<file path="src/rtl/pdsma_pkg.sv">
// Shared types, constants and the control program of the PD steering block.
`default_nettype none

package pdsma_pkg;

   localparam int unsigned SAMPLE_W   = 10;
   localparam int unsigned SPEED_W    = 9;
   localparam int unsigned BASE_W     = 8;
   localparam int unsigned GAIN_W     = 8;
   localparam int unsigned WIN_W      = 6;
   localparam int unsigned CSR_IDX_W  = 3;
   localparam int unsigned CSR_DATA_W = 10;
   localparam int unsigned ERR_W      = 11;
   localparam int unsigned DIFF_W     = 12;
   localparam int unsigned PROD_W     = 20;
   localparam int unsigned ACC_W      = 21;
   localparam int unsigned CORR_W     = 10;
   localparam int unsigned STEP_W     = 4;

   localparam logic [SAMPLE_W-1:0] AVG_MAX = 10'd1023;

   // Register indexes on the configuration port.
   localparam logic [CSR_IDX_W-1:0] CSR_BASE_SPEED  = 3'd0;
   localparam logic [CSR_IDX_W-1:0] CSR_GAIN_P      = 3'd1;
   localparam logic [CSR_IDX_W-1:0] CSR_GAIN_D      = 3'd2;
   localparam logic [CSR_IDX_W-1:0] CSR_WINDOW      = 3'd3;
   localparam logic [CSR_IDX_W-1:0] CSR_TARGET      = 3'd4;

   // Register values after reset.
   localparam logic [BASE_W-1:0]   RST_BASE_SPEED = 8'd20;
   localparam logic [GAIN_W-1:0]   RST_GAIN_P     = 8'd1;
   localparam logic [GAIN_W-1:0]   RST_GAIN_D     = 8'd1;
   localparam logic [WIN_W-1:0]    RST_WINDOW     = 6'd15;
   localparam logic [SAMPLE_W-1:0] RST_TARGET     = 10'd155;

   typedef logic [STEP_W-1:0] step_type;

   // Program addresses.
   localparam step_type STEP_ACCEPT   = 4'd0;
   localparam step_type STEP_UPDATE   = 4'd1;
   localparam step_type STEP_DIV_INIT = 4'd2;
   localparam step_type STEP_DIV_BIT  = 4'd3;
   localparam step_type STEP_ERROR    = 4'd4;
   localparam step_type STEP_MUL_P    = 4'd5;
   localparam step_type STEP_MUL_D    = 4'd6;
   localparam step_type STEP_SUM      = 4'd7;
   localparam step_type STEP_OUTPUT   = 4'd8;
   localparam step_type STEP_RETURN   = 4'd9;

   typedef enum logic [3:0] {
      OP_NOP,
      OP_ACCEPT,
      OP_UPDATE,
      OP_DIV_INIT,
      OP_DIV_BIT,
      OP_ERROR,
      OP_MUL_P,
      OP_MUL_D,
      OP_SUM,
      OP_OUTPUT
   } op_type;

   typedef enum logic [2:0] {
      JC_NONE,
      JC_ALWAYS,
      JC_NO_REQ,
      JC_DIV_MORE,
      JC_OUT_BUSY
   } cond_type;

   typedef struct packed {
      op_type   op;
      cond_type cond;
      step_type target;
      logic     take;
   } ctl_type;

   // The control store: one word per step; a true condition jumps to target.
   function automatic ctl_type ucode(input step_type step);
      ctl_type c;
      c.op     = OP_NOP;
      c.cond   = JC_ALWAYS;
      c.target = STEP_ACCEPT;
      c.take   = 1'b0;
      unique case (step)
         STEP_ACCEPT: begin
            c.op     = OP_ACCEPT;
            c.cond   = JC_NO_REQ;
            c.target = STEP_ACCEPT;
            c.take   = 1'b1;
         end
         STEP_UPDATE: begin
            c.op   = OP_UPDATE;
            c.cond = JC_NONE;
         end
         STEP_DIV_INIT: begin
            c.op   = OP_DIV_INIT;
            c.cond = JC_NONE;
         end
         STEP_DIV_BIT: begin
            c.op     = OP_DIV_BIT;
            c.cond   = JC_DIV_MORE;
            c.target = STEP_DIV_BIT;
         end
         STEP_ERROR: begin
            c.op   = OP_ERROR;
            c.cond = JC_NONE;
         end
         STEP_MUL_P: begin
            c.op   = OP_MUL_P;
            c.cond = JC_NONE;
         end
         STEP_MUL_D: begin
            c.op   = OP_MUL_D;
            c.cond = JC_NONE;
         end
         STEP_SUM: begin
            c.op   = OP_SUM;
            c.cond = JC_NONE;
         end
         STEP_OUTPUT: begin
            c.op     = OP_OUTPUT;
            c.cond   = JC_OUT_BUSY;
            c.target = STEP_OUTPUT;
         end
         STEP_RETURN: begin
            c.op     = OP_NOP;
            c.cond   = JC_ALWAYS;
            c.target = STEP_ACCEPT;
         end
         default: begin
            c.op     = OP_NOP;
            c.cond   = JC_ALWAYS;
            c.target = STEP_ACCEPT;
         end
      endcase
      return c;
   endfunction

endpackage

`default_nettype wire

</file>
<file path="src/rtl/pd_steering_with_moving_average.sv">
// Top level of the PD steering controller with a moving-average distance filter.
`default_nettype none

// One distance sample per word goes into a ring of RING_DEPTH entries; the
// running total over the ring, divided by the window length (truncated, held
// to 1023), is the average distance. The error against the target distance
// feeds a PD correction that is clamped and steers left and right speeds
// around the base speed. A small control program in a read-only table steps
// a datapath with one shared multiplier and a one-bit-per-cycle divider.
// Samples are taken one at a time: the program accepts a sample, updates the
// ring and total, runs the divider loop, one quotient bit per cycle over the
// TOTAL_W-bit total, then forms the error, the two products, the sum and the
// output before it returns to accept the next. A new sample is taken while
// the previous result still waits in the output register; the program holds
// at its output step only if that register is still full and stalled then.
// After reset the ring reads as zero through per-entry valid bits, so no
// clearing pass is needed.
module pd_steering_with_moving_average #(
   parameter int unsigned RING_DEPTH = 32
) (
   input  wire logic                            clock,
   input  wire logic                            reset,
   input  wire logic                            req_valid,
   output logic                                 req_stall,
   input  wire logic [pdsma_pkg::SAMPLE_W-1:0]  req_distance_sample,
   output logic                                 rsp_valid,
   input  wire logic                            rsp_stall,
   output logic      [pdsma_pkg::SPEED_W-1:0]   rsp_left_speed,
   output logic      [pdsma_pkg::SPEED_W-1:0]   rsp_right_speed,
   output logic      [pdsma_pkg::SAMPLE_W-1:0]  rsp_average_distance,
   input  wire logic                            csr_valid,
   output logic                                 csr_ready,
   input  wire logic [pdsma_pkg::CSR_IDX_W-1:0] csr_index,
   input  wire logic [pdsma_pkg::CSR_DATA_W-1:0] csr_data
);

   import pdsma_pkg::*;

   localparam int unsigned SLOT_W  = (RING_DEPTH > 1) ? $clog2(RING_DEPTH) : 1;
   localparam int unsigned TOTAL_W = $clog2(RING_DEPTH * 1023 + 1);
   localparam int unsigned CNT_W   = $clog2(TOTAL_W + 1);

   // Configuration registers.
   logic        [BASE_W-1:0]   base_ff;
   logic signed [GAIN_W-1:0]   gain_p_ff;
   logic signed [GAIN_W-1:0]   gain_d_ff;
   logic        [WIN_W-1:0]    win_ff;
   logic        [SAMPLE_W-1:0] target_ff;

   // Sequencer.
   step_type step_ff, step_in;
   ctl_type  ctl;
   logic     jump;

   // Datapath state.
   logic        [RING_DEPTH-1:0] valid_ff, valid_in;
   logic                         valid_rd_ff, valid_rd_in;
   logic        [SLOT_W-1:0]     slot_ff, slot_in;
   logic        [TOTAL_W-1:0]    total_ff, total_in;
   logic        [SAMPLE_W-1:0]   sample_ff, sample_in;
   logic        [TOTAL_W-1:0]    quo_ff, quo_in;
   logic        [WIN_W-1:0]      rem_ff, rem_in;
   logic        [CNT_W-1:0]      div_cnt_ff, div_cnt_in;
   logic        [SAMPLE_W-1:0]   avg_ff, avg_in;
   logic signed [ERR_W-1:0]      err_ff, err_in;
   logic signed [ERR_W-1:0]      prev_err_ff, prev_err_in;
   logic signed [DIFF_W-1:0]     diff_ff, diff_in;
   logic signed [PROD_W-1:0]     prod_ff, prod_in;
   logic signed [ACC_W-1:0]      acc_ff, acc_in;

   // Output register.
   logic                rsp_valid_ff, rsp_valid_in;
   logic [SPEED_W-1:0]  rsp_left_ff, rsp_left_in;
   logic [SPEED_W-1:0]  rsp_right_ff, rsp_right_in;
   logic [SAMPLE_W-1:0] rsp_avg_ff, rsp_avg_in;

   // Combinational helpers.
   logic                 accept;
   logic                 out_busy;
   logic [WIN_W-1:0]     win_eff;
   logic [SAMPLE_W-1:0]  ram_rd_data;
   logic [SAMPLE_W-1:0]  old_sample;
   logic                 ram_wr_en;
   logic [WIN_W:0]       rem_sh;
   logic signed [GAIN_W-1:0] mul_a;
   logic signed [DIFF_W-1:0] mul_b;
   logic signed [PROD_W-1:0] mul_out;
   logic signed [ACC_W-1:0]  speed_wide;
   logic signed [CORR_W-1:0] corr;
   logic signed [CORR_W-1:0] speed_narrow;
   logic signed [CORR_W-1:0] left_full;
   logic signed [CORR_W-1:0] right_full;

   assign ctl       = ucode(step_ff);
   assign req_stall = !ctl.take;
   assign accept    = req_valid && ctl.take;
   assign out_busy  = rsp_valid_ff && rsp_stall;
   assign csr_ready = 1'b1;

   assign rsp_valid            = rsp_valid_ff;
   assign rsp_left_speed       = rsp_left_ff;
   assign rsp_right_speed      = rsp_right_ff;
   assign rsp_average_distance = rsp_avg_ff;

   // A window of zero acts as one, and a window past the ring saturates.
   always_comb begin
      if (win_ff == '0) begin
         win_eff = WIN_W'(1);
      end else if (32'(win_ff) > RING_DEPTH) begin
         win_eff = WIN_W'(RING_DEPTH);
      end else begin
         win_eff = win_ff;
      end
   end

   assign old_sample = valid_rd_ff ? ram_rd_data : '0;
   assign ram_wr_en  = (ctl.op == OP_UPDATE);

   pdsma_ram #(
      .WIDTH (SAMPLE_W),
      .DEPTH (RING_DEPTH)
   ) u_ring (
      .clock   (clock),
      .wr_en   (ram_wr_en),
      .wr_addr (slot_ff),
      .wr_data (sample_ff),
      .rd_en   (accept),
      .rd_addr (slot_ff),
      .rd_data (ram_rd_data)
   );

   // The one multiplier, shared by the two gain steps.
   always_comb begin
      if (ctl.op == OP_MUL_D) begin
         mul_a = gain_d_ff;
         mul_b = diff_ff;
      end else begin
         mul_a = gain_p_ff;
         mul_b = DIFF_W'(err_ff);
      end
   end

   assign mul_out = mul_a * mul_b;

   // Clamp and steering, from the finished correction sum.
   assign speed_wide   = $signed({{(ACC_W - BASE_W){1'b0}}, base_ff});
   assign speed_narrow = $signed({{(CORR_W - BASE_W){1'b0}}, base_ff});

   always_comb begin
      if (acc_ff > speed_wide) begin
         corr = speed_narrow;
      end else if (acc_ff < -speed_wide) begin
         corr = -$signed({{(CORR_W - BASE_W + 1){1'b0}}, base_ff[BASE_W-1:1]});
      end else begin
         corr = CORR_W'(acc_ff);
      end
   end

   assign left_full  = speed_narrow - corr;
   assign right_full = speed_narrow + corr;

   assign rem_sh = {rem_ff, quo_ff[TOTAL_W-1]};

   always_comb begin
      unique case (ctl.cond)
         JC_NONE:     jump = 1'b0;
         JC_ALWAYS:   jump = 1'b1;
         JC_NO_REQ:   jump = !req_valid;
         JC_DIV_MORE: jump = (div_cnt_ff != CNT_W'(1));
         JC_OUT_BUSY: jump = out_busy;
         default:     jump = 1'b1;
      endcase
   end

   always_comb begin
      step_in      = jump ? ctl.target : step_ff + STEP_W'(1);
      valid_in     = valid_ff;
      valid_rd_in  = valid_rd_ff;
      slot_in      = slot_ff;
      total_in     = total_ff;
      sample_in    = sample_ff;
      quo_in       = quo_ff;
      rem_in       = rem_ff;
      div_cnt_in   = div_cnt_ff;
      avg_in       = avg_ff;
      err_in       = err_ff;
      prev_err_in  = prev_err_ff;
      diff_in      = diff_ff;
      prod_in      = prod_ff;
      acc_in       = acc_ff;
      rsp_valid_in = rsp_valid_ff && rsp_stall;
      rsp_left_in  = rsp_left_ff;
      rsp_right_in = rsp_right_ff;
      rsp_avg_in   = rsp_avg_ff;

      case (ctl.op)
         OP_ACCEPT: begin
            if (accept) begin
               sample_in   = req_distance_sample;
               valid_rd_in = valid_ff[slot_ff];
            end
         end
         OP_UPDATE: begin
            total_in          = total_ff - TOTAL_W'(old_sample) + TOTAL_W'(sample_ff);
            valid_in[slot_ff] = 1'b1;
            if ((32'(slot_ff) + 32'd1) >= 32'(win_eff)) begin
               slot_in = '0;
            end else begin
               slot_in = slot_ff + SLOT_W'(1);
            end
         end
         OP_DIV_INIT: begin
            quo_in     = total_ff;
            rem_in     = '0;
            div_cnt_in = CNT_W'(TOTAL_W);
         end
         OP_DIV_BIT: begin
            // Restoring division, one quotient bit per step.
            if (rem_sh >= {1'b0, win_eff}) begin
               rem_in = WIN_W'(rem_sh - {1'b0, win_eff});
               quo_in = {quo_ff[TOTAL_W-2:0], 1'b1};
            end else begin
               rem_in = rem_sh[WIN_W-1:0];
               quo_in = {quo_ff[TOTAL_W-2:0], 1'b0};
            end
            div_cnt_in = div_cnt_ff - CNT_W'(1);
         end
         OP_ERROR: begin
            if (quo_ff > TOTAL_W'(AVG_MAX)) begin
               avg_in = AVG_MAX;
            end else begin
               avg_in = quo_ff[SAMPLE_W-1:0];
            end
            err_in      = $signed({1'b0, target_ff}) - $signed({1'b0, avg_in});
            diff_in     = DIFF_W'(err_in) - DIFF_W'(prev_err_ff);
            prev_err_in = err_in;
         end
         OP_MUL_P: begin
            prod_in = mul_out;
         end
         OP_MUL_D: begin
            acc_in  = ACC_W'(prod_ff);
            prod_in = mul_out;
         end
         OP_SUM: begin
            acc_in = acc_ff + ACC_W'(prod_ff);
         end
         OP_OUTPUT: begin
            if (!out_busy) begin
               rsp_valid_in = 1'b1;
               rsp_left_in  = left_full[SPEED_W-1:0];
               rsp_right_in = right_full[SPEED_W-1:0];
               rsp_avg_in   = avg_ff;
            end
         end
         default: begin
         end
      endcase
   end

   always_ff @(posedge clock) begin
      if (reset) begin
         base_ff      <= RST_BASE_SPEED;
         gain_p_ff    <= RST_GAIN_P;
         gain_d_ff    <= RST_GAIN_D;
         win_ff       <= RST_WINDOW;
         target_ff    <= RST_TARGET;
         step_ff      <= STEP_ACCEPT;
         valid_ff     <= '0;
         slot_ff      <= '0;
         total_ff     <= '0;
         prev_err_ff  <= '0;
         rsp_valid_ff <= 1'b0;
      end else begin
         if (csr_valid && csr_ready) begin
            case (csr_index)
               CSR_BASE_SPEED: base_ff   <= csr_data[BASE_W-1:0];
               CSR_GAIN_P:     gain_p_ff <= $signed(csr_data[GAIN_W-1:0]);
               CSR_GAIN_D:     gain_d_ff <= $signed(csr_data[GAIN_W-1:0]);
               CSR_WINDOW:     win_ff    <= csr_data[WIN_W-1:0];
               CSR_TARGET:     target_ff <= csr_data[SAMPLE_W-1:0];
               default: begin
               end
            endcase
         end
         step_ff      <= step_in;
         valid_ff     <= valid_in;
         slot_ff      <= slot_in;
         total_ff     <= total_in;
         prev_err_ff  <= prev_err_in;
         rsp_valid_ff <= rsp_valid_in;
      end
   end

   always_ff @(posedge clock) begin
      valid_rd_ff  <= valid_rd_in;
      sample_ff    <= sample_in;
      quo_ff       <= quo_in;
      rem_ff       <= rem_in;
      div_cnt_ff   <= div_cnt_in;
      avg_ff       <= avg_in;
      err_ff       <= err_in;
      diff_ff      <= diff_in;
      prod_ff      <= prod_in;
      acc_ff       <= acc_in;
      rsp_left_ff  <= rsp_left_in;
      rsp_right_ff <= rsp_right_in;
      rsp_avg_ff   <= rsp_avg_in;
   end

endmodule

`default_nettype wire

</file>
<file path="src/rtl/pdsma_ram.sv">
// Generic single-port-write, single-port-read RAM with registered read data.
`default_nettype none

module pdsma_ram #(
   parameter int unsigned WIDTH = 10,
   parameter int unsigned DEPTH = 32,
   parameter int unsigned ADDR_W = (DEPTH > 1) ? $clog2(DEPTH) : 1
) (
   input  wire logic              clock,
   input  wire logic              wr_en,
   input  wire logic [ADDR_W-1:0] wr_addr,
   input  wire logic [WIDTH-1:0]  wr_data,
   input  wire logic              rd_en,
   input  wire logic [ADDR_W-1:0] rd_addr,
   output logic      [WIDTH-1:0]  rd_data
);

   logic [WIDTH-1:0] mem_ff [DEPTH];
   logic [WIDTH-1:0] rd_data_ff;

   always_ff @(posedge clock) begin
      if (wr_en) begin
         mem_ff[wr_addr] <= wr_data;
      end
      if (rd_en) begin
         rd_data_ff <= mem_ff[rd_addr];
      end
   end

   assign rd_data = rd_data_ff;

endmodule

`default_nettype wire
</file>
<file path="config.mk">
export PLATFORM = sky130hd
export DESIGN_NAME = pd_steering_with_moving_average
export DESIGN_NICKNAME = d
export VERILOG_FILES = /design/src/rtl/pdsma_pkg.sv /design/src/rtl/pd_steering_with_moving_average.sv /design/src/rtl/pdsma_ram.sv
export SDC_FILE = /design/constraint.sdc
export NUM_CORES = 1
export LEC_CHECK = 0
export ABC_AREA = 1
export BUFFER_PORTS_ARGS = -buffer_cell sky130_fd_sc_hd__buf_2
export CAP_MARGIN = 20
export CORE_MARGIN = 1.5
export CORE_UTILIZATION = 23
export CTS_CLUSTER_DIAMETER = 50
export CTS_CLUSTER_SIZE = 20
export DETAILED_ROUTE_END_ITERATION = 10
export GPL_TIMING_DRIVEN = 0
export PLACE_DENSITY = 0.46
export SYNTH_ARGS = -nofsm -noshare
export SYNTH_HDL_FRONTEND = slang
export SYNTH_HIERARCHICAL = 1
export SYNTH_SLANG_ARGS = --single-unit
</file>
<file path="constraint.sdc">
create_clock -name clock -period 13.64 [get_ports clock]
set_input_delay 2.728 -clock clock [delete_from_list [all_inputs] [get_ports clock]]
set_output_delay 2.728 -clock clock [all_outputs]
set_load 0.02 [all_outputs]
</file>
==> results.yml <==
logic_synthesis:
  ys_top_cells_by_area: "edfxtp_1 (44%), nand2_1 (10%), dfxtp_1 (6.8%)"
  synth_cell_types: 57
  ys_ff_latch: 575
  synth_edf_count: 467
  syn_inst: 3432
  yosysTopAreaCellShare_pct: 43.9
  syn-num-nets: 3717
  yosys_warnings: 6
  async_reset_ff_share_pct: 0
  synth_top_area_cell: "edfxtp_1"
  synth_area_um2: 31900
  ys.flop_type: "edfxtp_1"
  seq_area_frac_synth_pct: 50.7
  avgSynthCellArea_um2: 9.31
route:
  num_vias: 22800
  vias_per_cell: 4.21
  route.detailed.drc: 0
  routed_wl_mm: 86.1
  wl_per_cell_um: 15.9
  antenna_left: 0
  firstDrtPassIters: 5
  drt_iter0_markers: 1308
global_routing:
  grt_antenna_before_repair: 3
  grt_remaining_overflow: 0
  grt_pass1_vias: 22500
  grt_pass1_wl_mm: 133
  grt_max_degree: 41
  grt_usage_pct: 12.1
critical_path:
  crit_path_frequent_cell: "inv_1"
  crit-reg2reg-launch: "step_ff[0]$_SDFF_PP0_"
  critPathSlowestCell: "fa_1"
  startpoint_type: "flop"
  path_class: "flop to flop"
  path_max_fanout: 10
  r2r_cells: 31
  arrival_ps: 6770
  critPathLaunch: "step_ff[0]$_SDFF_PP0_"
  cp.required_ps: 14030
  endpoint_kind: "flop"
  max_stage_delay_ps: 570
floorplan:
  core_um2: 138000
  num_rows: 136
  die_w_um: 376
  start_util_pct: 23.2
  io_pins: 59
  fp.dieH_um: 376
  dieArea_um2: 141000
layout:
  area.growth.synth_to_final_pct: 16.6
  fillers: 14600
  mostFrequentLayoutCells: "nand2_1 (884), edfxtp_1 (467), inv_1 (424), nand3_1 (334), nor2_1 (240)"
  drive_gt1_share_pct: 8.90
  final_common_cell: "nand2_1"
  antenna-diode-count: 0
  nets: 3857
status:
  status: "complete, no violations"
power_and_ir_drop:
  p_per_area_nw_per_um2: 156
  finalPower_w: 0.00583
  ir_drop_v: 0.000101
  leakage_nw: 15.1
timing:
  timing.slew.headroom_pct: 26.9
  finalSetupTns_ps: 0
  min_period_ps: 6380
  setup_violations: 0
  tightestPinTransition_ps: 1090
  hold_viol_final: 0
  fmax_mhz: 157
  rsz0062_at_grt: "no"
  timing.final.crit_share_pct: 46.8
  drv_slew: 0
  finalClockSkew_ps: 45.3
clock_network:
  htreeDepth: 3
  cts_buffer_depth: 3
  cts_tree: "yes"
  cts_resized: 0
  postCtsHoldBufs: 0
  worstSkewPairLatency_ps: 690
  clk_pin_slew_worst_paths_ps: 80
  post-cts-setup-buffers: 0
  cts_root_buf: "clkbuf_16"
  cts_buffers: 68
  clock-sinks: 575
placed_design:
  dpl.hpwl_mm: 64.4
  gp_congestion: 0.820
  port_buffers: 56
job:
  maxCapViolCount: 0
worst_hold_path:
  hold_path_depth: 0
  min-delay-start: "avg_ff[3]$_DFFE_PN_"
  min_path_type: "flop to flop"
[power breakdown]
part | leakage, nW | switching (W) | internal [W] | total, W
logic | 8.85 | 0.00109 | 0.000574 | 0.00166
clock network | 1.15 | 0.000878 | 0.00102 | 0.00190
registers | 5.08 | 0.000122 | 0.00214 | 0.00226
[final timing paths]
kind                                                           to  slack (ps)
worst max-delay path                        prod_ff[14]$_DFFE_PP_        7260
worst min-delay path            rsp_average_distance[3]$_DFFE_PP_         420
worst max register to register              prod_ff[14]$_DFFE_PP_        7260
worst min register to register  rsp_average_distance[3]$_DFFE_PP_         420
[state kept, by name (all words and copies together) (netlist names), 11 cells and up]
name           flops
u_ring/mem_ff    320
valid_ff          32
acc_ff            21
prod_ff           20
quo_ff            15
total_ff          15
diff_ff           12
err_ff            11
prev_err_ff       11
[metal layers]
metal  share of wire [%]  GRT usage [%]
met1                  47           16.2
met2                  47           20.1
met3                 3.5           1.99
met4                 2.9           3.59
met5               0.015              0
[cell type report]
cell class | instances | area [um2] | share of cell area, %
flip-flops and latches | 575 | 16200 | 43.5
multi-input cells | 2293 | 13400 | 36.1
well taps | 1794 | 2240 | 6.03
clock buffers | 76 | 1770 | 4.76
inverters | 447 | 1680 | 4.51
plain buffers | 117 | 664 | 1.78
repair buffers | 70 | 629 | 1.69
clock inverters | 50 | 628 | 1.69
[synth_stat cells, types with 14 or more instances]
cell / n
xnor2_1: 25
fa_1: 95
ha_1: 162
nor3_1: 27
o21ai_0: 140
clkbuf_1: 48
buf_2: 32
edfxtp_1: 467
o21ai_2: 14
inv_1: 424
buf_4: 18
dfxtp_1: 108
a21oi_1: 181
nand2_1: 884
inv_2: 18
nand3_1: 334
nor2_2: 14
nand4_1: 15
xor2_1: 62
nor2_1: 241
[cells by family (layout without fill, tap and decap cells)]
kind of cell | count (synthesis) | count (layout) | synth area share (%)
multiplexers | 1 | 1 | 0.0705
buffers and inverters | 564 | 760 | 7.34
AND/OR/NAND/NOR | 1545 | 1545 | 20.1
flip-flops | 575 | 575 | 50.7
AO/OA/AOI/OAI | 402 | 402 | 7.08
XOR/XNOR | 87 | 87 | 2.39
adder cells (fa/ha/maj) | 257 | 257 | 12.3
other | 1 | 1 | 0.0117
[stage by stage]
step	hold slack, ps	cells	worst slack, ps	utilization [%]	area [um2]
4_1_cts	430	5421	7220	27.0	37200
6_report	424	5422	7260	27.0	37200
5_1_grt	437	5422	6860	27.0	37200
2_1_floorplan	400	3432	8080	-	31900
3_5_place_dp	415	5295	7260	25.3	34800
3_3_place_gp	417	5282	7310	25.0	34500
[worst max-delay path, delay by kind of cell, from the launching register on]
kind	cells	cell delay [ps]
AOI/OAI and AO/OA	3	740
adders and majority gates	6	2710
xor gates and xnor gates	1	140
DFF	1	400
buffers and inverters	10	1030
and+or+nand+nor	11	1100
Note: power is estimated with default switching activity, not from simulation.
